$ cat src/decimal_integer_parser_macros.svh
// ----------------------------------------------------------------------------
// Assertion macros for the decimal integer parser
// Concurrent checks that compile away when NO_ASSERTIONS is defined.
// ----------------------------------------------------------------------------
`ifndef DECIMAL_INTEGER_PARSER_MACROS_SVH
`define DECIMAL_INTEGER_PARSER_MACROS_SVH

`ifndef NO_ASSERTIONS
// Same-cycle implication, checked outside reset.
`define DIP_ASSERT_IMPLY(label, clk, rst_n, ante, cons) \
    label: assert property (@(posedge clk) disable iff (!rst_n) (ante) |-> (cons)) \
        else $error("dip: same-cycle check failed");
// Next-cycle implication, checked outside reset.
`define DIP_ASSERT_NEXT(label, clk, rst_n, ante, cons) \
    label: assert property (@(posedge clk) disable iff (!rst_n) (ante) |=> (cons)) \
        else $error("dip: next-cycle check failed");
`else
`define DIP_ASSERT_IMPLY(label, clk, rst_n, ante, cons)
`define DIP_ASSERT_NEXT(label, clk, rst_n, ante, cons)
`endif

`endif

$ cat src/dip_pkg.sv
`timescale 1ns / 1ps
`default_nettype none
// ----------------------------------------------------------------------------
// dip_pkg
// Types and constants shared by the decimal integer parser modules.
// ----------------------------------------------------------------------------
package dip_pkg;

    localparam int QUEUE_DEPTH = 2;
    localparam int VALUE_W     = 64;
    localparam int CHAR_W      = 8;
    localparam int TDATA_W     = 72;
    localparam int CFG_INDEX_W = 1;
    localparam int CFG_DATA_W  = 2;

    localparam logic [CFG_INDEX_W-1:0] REG_SIGNED_MODE  = 1'b0;
    localparam logic [CFG_INDEX_W-1:0] REG_WIDTH_SELECT = 1'b1;

    localparam logic [1:0] WIDTH_16 = 2'd0;
    localparam logic [1:0] WIDTH_32 = 2'd1;

    localparam logic [CHAR_W-1:0] CHAR_ZERO  = 8'h30;
    localparam logic [CHAR_W-1:0] CHAR_NINE  = 8'h39;
    localparam logic [CHAR_W-1:0] CHAR_MINUS = 8'h2D;

    typedef enum logic [1:0] {
        ST_OK             = 2'd0,
        ST_OVERFLOW       = 2'd1,
        ST_DIGIT_EXPECTED = 2'd2
    } status_t;

    // Classified character as it travels from front to back
    typedef struct packed {
        logic       token_start;
        logic       end_of_stream;
        logic       is_digit;
        logic       is_minus;
        logic [3:0] digit;
    } item_t;

    typedef struct packed {
        status_t              status;
        logic [VALUE_W-1:0]   value;
    } dip_out_t;

    // Back-end activity, seen by the top level
    typedef struct packed {
        logic pop;
        logic emit;
    } back_stat_t;

endpackage
`default_nettype wire

$ cat src/decimal_integer_parser.sv
`timescale 1ns / 1ps
`default_nettype none
// ----------------------------------------------------------------------------
// decimal_integer_parser
// Parses ASCII decimal integers, one character per item, with overflow check.
// ----------------------------------------------------------------------------
// Usage:
//   Input stream s_*: one character per item in s_tdata, s_tuser marks the
//   first character of a token, s_tlast marks end of stream (character
//   ignored). Result stream m_*: value and status, at most one per item.
//   Configuration channel cfg_*: index 0 signed_mode, index 1 width_select;
//   write it only while the block is idle. cfg_ready is always high.
// Timing:
//   One item per cycle sustained while results are taken without stall.
//   A result passes through the front queue and then the back end's output
//   register before it shows on m_*. The multiply by ten, add and limit
//   compare set the clock path.
// Reset:
//   Empties the queue, drops any pending number and output, and sets the
//   configuration to unsigned, thirty-two bits.
// Stall:
//   While m_tready is low the result is held; the queue fills to its depth,
//   two items by default, then s_tready falls until the result is taken.
// ----------------------------------------------------------------------------
`include "decimal_integer_parser_macros.svh"

module decimal_integer_parser #(
    parameter int QUEUE_DEPTH = dip_pkg::QUEUE_DEPTH
) (
    input  wire logic                            aclk,
    input  wire logic                            aresetn,
    // input items
    input  wire logic                            s_tvalid,
    output logic                                 s_tready,
    input  wire logic [7:0]                      s_tdata,  // [7:0] character
    input  wire logic                            s_tuser,  // [0] token_start
    input  wire logic                            s_tlast,  // end_of_stream
    // result items
    output logic                                 m_tvalid,
    input  wire logic                            m_tready,
    output logic [dip_pkg::TDATA_W-1:0]          m_tdata,  // [63:0] value, [65:64] status
    // configuration writes
    input  wire logic                            cfg_valid,
    output logic                                 cfg_ready,
    input  wire logic [dip_pkg::CFG_INDEX_W-1:0] cfg_index,
    input  wire logic [dip_pkg::CFG_DATA_W-1:0]  cfg_data
);
    import dip_pkg::*;

    logic        signed_mode_reg, signed_mode_next;
    logic [1:0]  width_select_reg, width_select_next;

    logic        q_full;
    logic        q_push;
    item_t       q_in;
    logic        q_valid;
    item_t       q_head;
    back_stat_t  back_stat;
    dip_out_t    result;

    // Configuration registers: always ready, take the write as it comes
    assign cfg_ready = 1'b1;

    always_comb begin
        signed_mode_next  = signed_mode_reg;
        width_select_next = width_select_reg;
        if (cfg_valid) begin
            case (cfg_index)
                REG_SIGNED_MODE:  signed_mode_next  = cfg_data[0];
                REG_WIDTH_SELECT: width_select_next = cfg_data;
                default: ;
            endcase
        end
    end

    always_ff @(posedge aclk) begin
        if (!aresetn) begin
            signed_mode_reg  <= 1'b0;
            width_select_reg <= WIDTH_32;
        end else begin
            signed_mode_reg  <= signed_mode_next;
            width_select_reg <= width_select_next;
        end
    end

    // Front: accept and classify characters
    dip_front u_front (
        .s_tvalid      (s_tvalid),
        .s_tready      (s_tready),
        .character     (s_tdata),
        .token_start   (s_tuser),
        .end_of_stream (s_tlast),
        .signed_mode   (signed_mode_reg),
        .q_full        (q_full),
        .q_push        (q_push),
        .q_item        (q_in)
    );

    // Queue: decouple the front from a stalled back end
    dip_queue #(
        .DEPTH (QUEUE_DEPTH)
    ) u_queue (
        .aclk      (aclk),
        .aresetn   (aresetn),
        .push      (q_push),
        .push_item (q_in),
        .pop       (back_stat.pop),
        .full      (q_full),
        .valid     (q_valid),
        .head      (q_head)
    );

    // Back: accumulate, check the limit, hold the result
    dip_back u_back (
        .aclk         (aclk),
        .aresetn      (aresetn),
        .signed_mode  (signed_mode_reg),
        .width_select (width_select_reg),
        .q_valid      (q_valid),
        .q_item       (q_head),
        .stat         (back_stat),
        .m_valid      (m_tvalid),
        .m_ready      (m_tready),
        .m_result     (result)
    );

    // Pad the result to whole bytes
    assign m_tdata = {{(TDATA_W - $bits(dip_out_t)){1'b0}}, result};

    // An error result carries a zero value
    `DIP_ASSERT_IMPLY(a_err_value_zero, aclk, aresetn, m_tvalid && m_tdata[65:64] != ST_OK, m_tdata[63:0] == '0)
    // The back end only takes an item when its output register is free
    `DIP_ASSERT_IMPLY(a_pop_has_room, aclk, aresetn, back_stat.pop, !m_tvalid || m_tready)
    // A result written by the back end shows on the output next cycle
    `DIP_ASSERT_NEXT(a_emit_shows, aclk, aresetn, back_stat.emit, m_tvalid)

endmodule
`default_nettype wire

$ cat src/dip_front.sv
`timescale 1ns / 1ps
`default_nettype none
// ----------------------------------------------------------------------------
// dip_front
// Accepts characters and classifies them into queue items.
// ----------------------------------------------------------------------------
module dip_front (
    input  wire logic                       s_tvalid,
    output logic                            s_tready,
    input  wire logic [dip_pkg::CHAR_W-1:0] character,
    input  wire logic                       token_start,
    input  wire logic                       end_of_stream,
    input  wire logic                       signed_mode,
    input  wire logic                       q_full,
    output logic                            q_push,
    output dip_pkg::item_t                  q_item
);
    import dip_pkg::*;

    logic [CHAR_W-1:0] offset;

    assign s_tready = ~q_full;
    assign q_push   = s_tvalid & ~q_full;
    assign offset   = character - CHAR_ZERO;

    always_comb begin
        q_item.token_start   = token_start;
        q_item.end_of_stream = end_of_stream;
        q_item.is_digit      = (character >= CHAR_ZERO) && (character <= CHAR_NINE);
        // a minus only counts on the first character of a signed token
        q_item.is_minus      = signed_mode && token_start && (character == CHAR_MINUS);
        q_item.digit         = offset[3:0];
    end

endmodule
`default_nettype wire

$ cat src/dip_queue.sv
`timescale 1ns / 1ps
`default_nettype none
// ----------------------------------------------------------------------------
// dip_queue
// Short register queue between front and back; push and pop in the same cycle while not full.
// ----------------------------------------------------------------------------
module dip_queue #(
    parameter int DEPTH = dip_pkg::QUEUE_DEPTH
) (
    input  wire logic    aclk,
    input  wire logic    aresetn,
    input  wire logic    push,
    input  wire dip_pkg::item_t push_item,
    input  wire logic    pop,
    output logic         full,
    output logic         valid,
    output dip_pkg::item_t head
);
    import dip_pkg::*;

    localparam int PTR_W = (DEPTH > 1) ? $clog2(DEPTH) : 1;
    localparam int CNT_W = $clog2(DEPTH + 1);

    item_t              entry_reg [DEPTH];
    logic [PTR_W-1:0]   wr_ptr_reg, wr_ptr_next;
    logic [PTR_W-1:0]   rd_ptr_reg, rd_ptr_next;
    logic [CNT_W-1:0]   count_reg,  count_next;
    logic               do_push, do_pop;

    assign full    = (count_reg == CNT_W'(DEPTH));
    assign valid   = (count_reg != '0);
    assign head    = entry_reg[rd_ptr_reg];
    assign do_push = push & ~full;
    assign do_pop  = pop & valid;

    always_comb begin
        wr_ptr_next = wr_ptr_reg;
        rd_ptr_next = rd_ptr_reg;
        count_next  = count_reg;
        if (do_push) begin
            wr_ptr_next = (wr_ptr_reg == PTR_W'(DEPTH - 1)) ? '0 : wr_ptr_reg + 1'b1;
        end
        if (do_pop) begin
            rd_ptr_next = (rd_ptr_reg == PTR_W'(DEPTH - 1)) ? '0 : rd_ptr_reg + 1'b1;
        end
        if (do_push && !do_pop) begin
            count_next = count_reg + 1'b1;
        end else if (do_pop && !do_push) begin
            count_next = count_reg - 1'b1;
        end
    end

    always_ff @(posedge aclk) begin
        if (!aresetn) begin
            wr_ptr_reg <= '0;
            rd_ptr_reg <= '0;
            count_reg  <= '0;
        end else begin
            wr_ptr_reg <= wr_ptr_next;
            rd_ptr_reg <= rd_ptr_next;
            count_reg  <= count_next;
        end
    end

    always_ff @(posedge aclk) begin
        if (do_push) begin
            entry_reg[wr_ptr_reg] <= push_item;
        end
    end

endmodule
`default_nettype wire

$ cat src/dip_back.sv
`timescale 1ns / 1ps
`default_nettype none
// ----------------------------------------------------------------------------
// dip_back
// Runs the parse: accumulate value*10+d, check the limit, write results.
// ----------------------------------------------------------------------------
module dip_back (
    input  wire logic     aclk,
    input  wire logic     aresetn,
    input  wire logic     signed_mode,
    input  wire logic [1:0] width_select,
    input  wire logic     q_valid,
    input  wire dip_pkg::item_t q_item,
    output dip_pkg::back_stat_t stat,
    output logic          m_valid,
    input  wire logic     m_ready,
    output dip_pkg::dip_out_t m_result
);
    import dip_pkg::*;

    typedef enum logic [2:0] {
        PH_IDLE = 3'b001,
        PH_READ = 3'b010,
        PH_FAIL = 3'b100
    } phase_t;

    phase_t               phase_reg, phase_next;
    logic [VALUE_W-1:0]   acc_reg, acc_next;
    logic                 neg_reg, neg_next;
    logic                 any_reg, any_next;
    logic                 out_valid_reg, out_valid_next;
    dip_out_t             out_reg, out_next;

    logic                 advance;
    logic                 emit;
    logic [VALUE_W-1:0]   eff_acc;
    logic                 eff_neg;
    logic                 eff_any;
    logic [VALUE_W-1:0]   lim_base;
    logic [VALUE_W-1:0]   lim_sign;
    logic [VALUE_W:0]     lim;
    logic [VALUE_W+3:0]   cand;
    logic                 over;
    dip_out_t             finish_res;

    assign advance = q_valid & (~out_valid_reg | m_ready);

    // a token start discards whatever was pending
    assign eff_acc = q_item.token_start ? '0 : acc_reg;
    assign eff_neg = q_item.token_start ? 1'b0 : neg_reg;
    assign eff_any = q_item.token_start ? 1'b0 : any_reg;

    always_comb begin
        case (width_select)
            WIDTH_16: lim_base = {{(VALUE_W-16){1'b0}}, 16'hFFFF};
            WIDTH_32: lim_base = {{(VALUE_W-32){1'b0}}, 32'hFFFF_FFFF};
            default:  lim_base = '1;
        endcase
        lim_sign = signed_mode ? (lim_base >> 1) : lim_base;
        lim      = {1'b0, lim_sign} + {{VALUE_W{1'b0}}, eff_neg};
        cand     = ({4'b0, eff_acc} << 3) + ({4'b0, eff_acc} << 1)
                   + {{VALUE_W{1'b0}}, q_item.digit};
        over     = cand > {3'b0, lim};
    end

    always_comb begin
        if (!eff_any) begin
            finish_res.status = ST_DIGIT_EXPECTED;
            finish_res.value  = '0;
        end else begin
            finish_res.status = ST_OK;
            finish_res.value  = eff_neg ? (VALUE_W'(0) - eff_acc) : eff_acc;
        end
    end

    always_comb begin
        phase_next = phase_reg;
        acc_next   = acc_reg;
        neg_next   = neg_reg;
        any_next   = any_reg;
        out_next   = out_reg;
        emit       = 1'b0;
        if (advance && (q_item.token_start || phase_reg == PH_READ)) begin
            phase_next = PH_READ;
            acc_next   = eff_acc;
            neg_next   = eff_neg;
            any_next   = eff_any;
            if (q_item.end_of_stream || !q_item.is_digit && !q_item.is_minus) begin
                phase_next = PH_IDLE;
                emit       = 1'b1;
                out_next   = finish_res;
            end else if (q_item.is_minus) begin
                neg_next = 1'b1;
            end else begin
                any_next = 1'b1;
                if (over) begin
                    phase_next      = PH_FAIL;
                    emit            = 1'b1;
                    out_next.status = ST_OVERFLOW;
                    out_next.value  = '0;
                end else begin
                    acc_next = cand[VALUE_W-1:0];
                end
            end
        end
        if (emit) begin
            out_valid_next = 1'b1;
        end else if (m_ready) begin
            out_valid_next = 1'b0;
        end else begin
            out_valid_next = out_valid_reg;
        end
    end

    always_ff @(posedge aclk) begin
        if (!aresetn) begin
            phase_reg     <= PH_IDLE;
            acc_reg       <= '0;
            neg_reg       <= 1'b0;
            any_reg       <= 1'b0;
            out_valid_reg <= 1'b0;
        end else begin
            phase_reg     <= phase_next;
            acc_reg       <= acc_next;
            neg_reg       <= neg_next;
            any_reg       <= any_next;
            out_valid_reg <= out_valid_next;
        end
    end

    always_ff @(posedge aclk) begin
        out_reg <= out_next;
    end

    assign stat.pop  = advance;
    assign stat.emit = emit;
    assign m_valid   = out_valid_reg;
    assign m_result  = out_reg;

endmodule
`default_nettype wire

$ cat config.mk
export PLATFORM = sky130hd
export DESIGN_NAME = decimal_integer_parser
export DESIGN_NICKNAME = d
export VERILOG_FILES = /design/src/dip_pkg.sv /design/src/decimal_integer_parser.sv /design/src/dip_front.sv /design/src/dip_queue.sv /design/src/dip_back.sv
export VERILOG_INCLUDE_DIRS = /design/src /design/src/src
export SDC_FILE = /design/constraint.sdc
export NUM_CORES = 1
export LEC_CHECK = 0
export BUFFER_PORTS_ARGS = -buffer_cell sky130_fd_sc_hd__buf_2
export CORE_ASPECT_RATIO = 0.75
export CORE_MARGIN = 3
export CORE_UTILIZATION = 35
export CTS_CLUSTER_SIZE = 24
export DETAILED_ROUTE_END_ITERATION = 7
export GPL_TIMING_DRIVEN = 0
export PLACE_DENSITY = 0.49
export SLEW_MARGIN = 0
export SYNTH_ARGS = -nofsm -noshare
export SYNTH_HDL_FRONTEND = slang
export SYNTH_HIERARCHICAL = 1
export SYNTH_SLANG_ARGS = --single-unit
export TNS_END_PERCENT = 100
$ cat constraint.sdc
create_clock -name aclk -period 25 [get_ports aclk]
set_clock_uncertainty 0.05 [all_clocks]
set_input_delay 1.25 -clock aclk [delete_from_list [all_inputs] [get_ports aclk]]
set_output_delay 1.25 -clock aclk [all_outputs]
set_load 0.03 [all_outputs]
==> results of run 1 <==
## per-layer routing
metal / GRT usage, % / vias to the layer above
met5: 0 / -
met4: 4.61 / 0
met3: 3.46 / 43
met2: 30.0 / 346
met1: 32.4 / 5945
li1: - / 6145
## per-stage QoR
stage | total power, W | util [%] | worst slack (ns) | hold slack [ns]
6_report | 0.000907 | 40.0 | 12.99 | 0.446
5_1_grt | 0.000951 | 40.0 | 12.38 | 0.453
4_1_cts | 0.000918 | 40.0 | 13.04 | 0.445
3_5_place_dp | 0.000645 | 38.6 | 13.10 | 0.427
3_3_place_gp | 0.000642 | 38.4 | 8.66 | 0.424
2_1_floorplan | 0.000540 | - | 14.41 | 0.404
## path summary, 6_finish.rpt
check | to | slack (ns) | depth (start not counted)
worst max-delay path | u_back/m_result[23]$_SDFFCE_PN0P_ | 12.99 | 35
worst min register to register | u_back/phase_reg[0]$_SDFFE_PN1P_ | 0.45 | 2
worst min-delay path | u_back/phase_reg[0]$_SDFFE_PN1P_ | 0.45 | 2
worst max register to register | u_back/m_result[23]$_SDFFCE_PN0P_ | 12.99 | 35
## area by class of cell
cell class                 count  area share (%)
tap                          561            4.28
clock buffer                  17            2.59
clock inverter                15            1.04
timing repair buffer          89            2.94
sequential                   160            24.5
inverter                     112            2.56
buffer                        73            2.84
multi-input combinational   1288            59.2
## report_power, final
group | switching [W] | leakage [nW] | total (W) | internal [W]
Combinational | 0.000215 | 5.55 | 0.000308 | 0.0000922
Clock | 0.000135 | 0.287 | 0.000269 | 0.000134
Sequential | 0.0000103 | 1.40 | 0.000331 | 0.000321
Total | 0.000361 | 7.24 | 0.000907 | 0.000547
## worst register-to-register path: cells and delay by family, from the launching register on
kind	cells	cell delay [ns]
AO/OA/AOI/OAI	9	3.05
AND/OR/NAND/NOR	9	2.23
adder cells (fa/ha/maj)	4	1.14
multiplexers	2	0.43
XOR/XNOR	1	0.37
flip-flops	1	0.31
buffers and inverters	10	4.09
==> results.cfg, run 1 <==
[placed_design]
gp_congestion = 0.937
place_area_um2 = 15800
place_inst = 2283
numPortBuffers = 84
place_hpwl_um = 36800

[layout]
antennaDiodeCount = 0
nNetsFinal = 1955
multi_input_area_um2 = 9720
drive_gt1_share_pct = 14.9
layout_common_cells = 195 x ha_1, 194 x nor2_1, 127 x a21oi_1
design_area_um2 = 16400
stdcell_count = 2315
largest_register_ffs = 66
mostFrequentLayoutCell = ha_1
num-fill-cells = 4245
seq_area_um2 = 4020
syn_to_final_growth_pct = 12.4

[clock_network]
cts.sinks = 160
cts_setup_buffers = 0
cts_max_path_buffers = 2
clock-root-buffer = clkbuf_16
holdBufCountCts = 0
cts_resized = 0
clk_latency_ns = 0.48
htreeDepth = 4
cts_tree = yes
path_clk_slew_ns = 0.07
cts_made_buffers = 17

[drt]
wl_met1_um = 24700
via_per_inst = 5.39
wl_met3_um = 2460
drc = 0
top_layer = met4
ant_nets = 0
drt-total-wl_um = 46300
vias = 12500
wl_met2_um = 18500
wl_per_cell_um = 20.0
firstDrtPassIters = 6
drtIter0Drc = 946

[worst_setup_path]
worst_ep_required_time_ns = 25.12
crit_top_cell = buf_2
crit_arrival_ns = 12.13
slowest_delay_ns = 0.76
cp_max_fo = 29
path_class = reg -> reg
crit_family = buffers and inverters
crit_path_end_kind = flip-flop
cp-start-kind = flip-flop
cp_num_buf_inv = 10
worst_path_max_delay_cell = buf_1

[sta]
finalSetupTns_ns = 0
fin_crit_ns = 12.01
timing.fmax_ghz = 0.0833
slew_headroom_pct = 9.99
rsz0062_at_grt = false
tightest_slew_ns = 1.35
slew_violations = 0
finalHoldViolCount = 0
setup_viol = 0
min_period_over_period_pct = 48.0

[yosys]
yosys_warnings = 6
synth_area_um2 = 14600
syn_area_per_cell_um2 = 8.97
syn_inst = 1628

[global_route]
grt_usage_pct = 20.9
antenna_found_initial = 3
grt_overflow = 0
grt_max_degree = 30
grt_pass1_wl_um = 71000
grt_pass1_vias = 11900

[floorplan]
core_area_um2 = 41000
start_util_pct = 35.6
fp.dieW_um = 242
core.rowCount = 64
die-area_um2 = 44200
ios = 93
dieHeight_um = 183

[job]
max_cap_violations = 0

[run_status]
status = finished clean

[power]
ir_drop_v = 0.0000530
leakage_nw = 7.24
powerDensity_nw_per_um2 = 55.3

[min_path]
min_path_type = reg -> reg
worstHoldStart = u_back/phase_reg[0]$_SDFFE_PN1P_
Power figures use the tool's default switching activity.
==> run 2: changes to the inputs <==
==> constraint.sdc (replaced) <==
create_clock -name aclk -period 12.1 [get_ports aclk]
set_clock_uncertainty 0.05 [all_clocks]
set_input_delay 0.605 -clock aclk [delete_from_list [all_inputs] [get_ports aclk]]
set_output_delay 0.605 -clock aclk [all_outputs]
set_load 0.03 [all_outputs]
==> run 2 against run 1 <==
  * First-iteration DRC count rose by 3.2%
  * Total power up 110%
  * Global-route usage stayed put
  * Die area did not move
  * Critical path depth decreased by 1
  * Maximum frequency increased by 6.5%
  * Core utilization hardly changed
  * Critical endpoint unchanged
  * Sequential share of layout area about the same
  * Cell count is essentially flat
  * Largest cell class unchanged
==> results.cfg, run 2 (synthesis results as in run 1) <==
[drt]
firstDrtPassIters = 8
ant_nets = 0
vias = 12500
drt-total-wl_um = 46000
drc = 0
drtIter0Drc = 976
via_per_inst = 5.39
wl_per_cell_um = 19.9

[worst_setup_path]
crit_path_end_kind = flip-flop
cp_num_buf_inv = 9
cp_max_fo = 29
crit_top_cell = buf_2
slowest_delay_ns = 0.69
worst_ep_required_time_ns = 12.22
crit_arrival_ns = 11.39
path_class = reg -> reg
worst_path_max_delay_cell = nor4_2
r2r_slack_ns = 0.83
cp-start-kind = flip-flop
crit_family = buffers and inverters
ff2ff_path_depth = 34
rr_endpoint = u_back/m_result[23]$_SDFFCE_PN0P_

[power]
ir_drop_v = 0.000110
powerDensity_nw_per_um2 = 114
leakage_nw = 7.24

[layout]
syn_to_final_growth_pct = 12.4
antennaDiodeCount = 0
mostFrequentLayoutCell = ha_1
drive_gt1_share_pct = 14.9
largest_register_ffs = 66
layout_common_cells = 195 x ha_1, 194 x nor2_1, 127 x a21oi_1
nNetsFinal = 1954
final_util_pct = 40.0

[clock_network]
cts_resized = 0
cts_setup_buffers = 0
cts_max_path_buffers = 2
cts_made_buffers = 17
clk_latency_ns = 0.48
cts.sinks = 160
cts_tree = yes
clock-root-buffer = clkbuf_16
holdBufCountCts = 0
path_clk_slew_ns = 0.07
htreeDepth = 4

[floorplan]
dieHeight_um = 183
die-area_um2 = 44200
ios = 93
fp.dieW_um = 242
core.rowCount = 64
start_util_pct = 35.6
core_area_um2 = 41000

[global_route]
grt_usage_pct = 20.9
grt_pass1_vias = 11900
grt_pass1_wl_um = 71000
grt_overflow = 0
antenna_found_initial = 2
grt_max_degree = 30

[sta]
slew_headroom_pct = 12.3
min_period_over_period_pct = 93.2
setup_viol = 0
rsz0062_at_grt = false
slew_violations = 0
hold-worst-slack_ns = 0.262
fin_crit_ns = 11.27
tightest_slew_ns = 1.32
timing.fmax_ghz = 0.0887
finalHoldViolCount = 0

[min_path]
min_path_type = in -> reg
worstHoldStart = s_tlast
worstHoldPathCells = 1
min_to = u_queue/entry_reg[0][6]$_DFFE_PP_

[placed_design]
numPortBuffers = 84
place_hpwl_um = 36800
gp_congestion = 0.937

[job]
max_cap_violations = 0

[run_status]
status = finished clean
## run 2: cell types whose count changed in the layout (fill, tap and decap cells not counted), sizes merged
cell and delta:
clkbuf +1, buf -2
## run 2: metal layers
metal	track usage, %	wire length (µm)	vias up
li1	-	-	6137
met1	32.4	24200	5964
met2	30.0	18500	329
met3	3.46	2760	37
met4	4.61	546	0
met5	0	0	-
## run 2: through the flow
| step | setup WS [ns] | power, W | instances | instance area (µm²) | TNS (ns) |
|---|---|---|---|---|---|
| global route | 0.143 | 0.00196 | 2314 | 16400 | 0 |
| CTS | 0.136 | 0.00190 | 2315 | 16400 | 0 |
| global placement | -4.24 | 0.00133 | 2278 | 15700 | -278.99 |
| finish | 0.827 | 0.00187 | 2314 | 16400 | 0 |
| floorplan | 1.51 | 0.00112 | 1633 | 14600 | 0 |
| detailed placement | 0.204 | 0.00133 | 2283 | 15800 | 0 |
## run 2: worst max-delay path by stage
stage,start,end,slack [ns],depth (start not counted)
CTS,flip-flop,u_back/m_result[23]$_SDFFCE_PN0P_,0.14,35
global placement,flip-flop,u_back/m_result[23]$_SDFFCE_PN0P_,-4.24,34
global route,flip-flop,u_back/m_result[23]$_SDFFCE_PN0P_,0.14,34
floorplan,flip-flop,u_back/m_result[0]$_SDFFCE_PN0P_,1.51,32
detailed placement,flip-flop,u_back/m_result[23]$_SDFFCE_PN0P_,0.20,35
finish,flip-flop,u_back/m_result[23]$_SDFFCE_PN0P_,0.83,34
## run 2: final cells by class
cell class / count / area (µm²)
buffer: 72 / 464
clock buffer: 17 / 425
clock inverter: 15 / 170
fill: 4244 / 24600
inverter: 112 / 420
multi-input combinational: 1288 / 9720
sequential: 160 / 4020
tap: 561 / 702
timing repair buffer: 89 / 483
## run 2: report_power, final
group	switching (W)	leakage [nW]	internal [W]
clock	0.000278	0.287	0.000277
sequential	0.0000213	1.40	0.000662
combinational	0.000441	5.55	0.000191
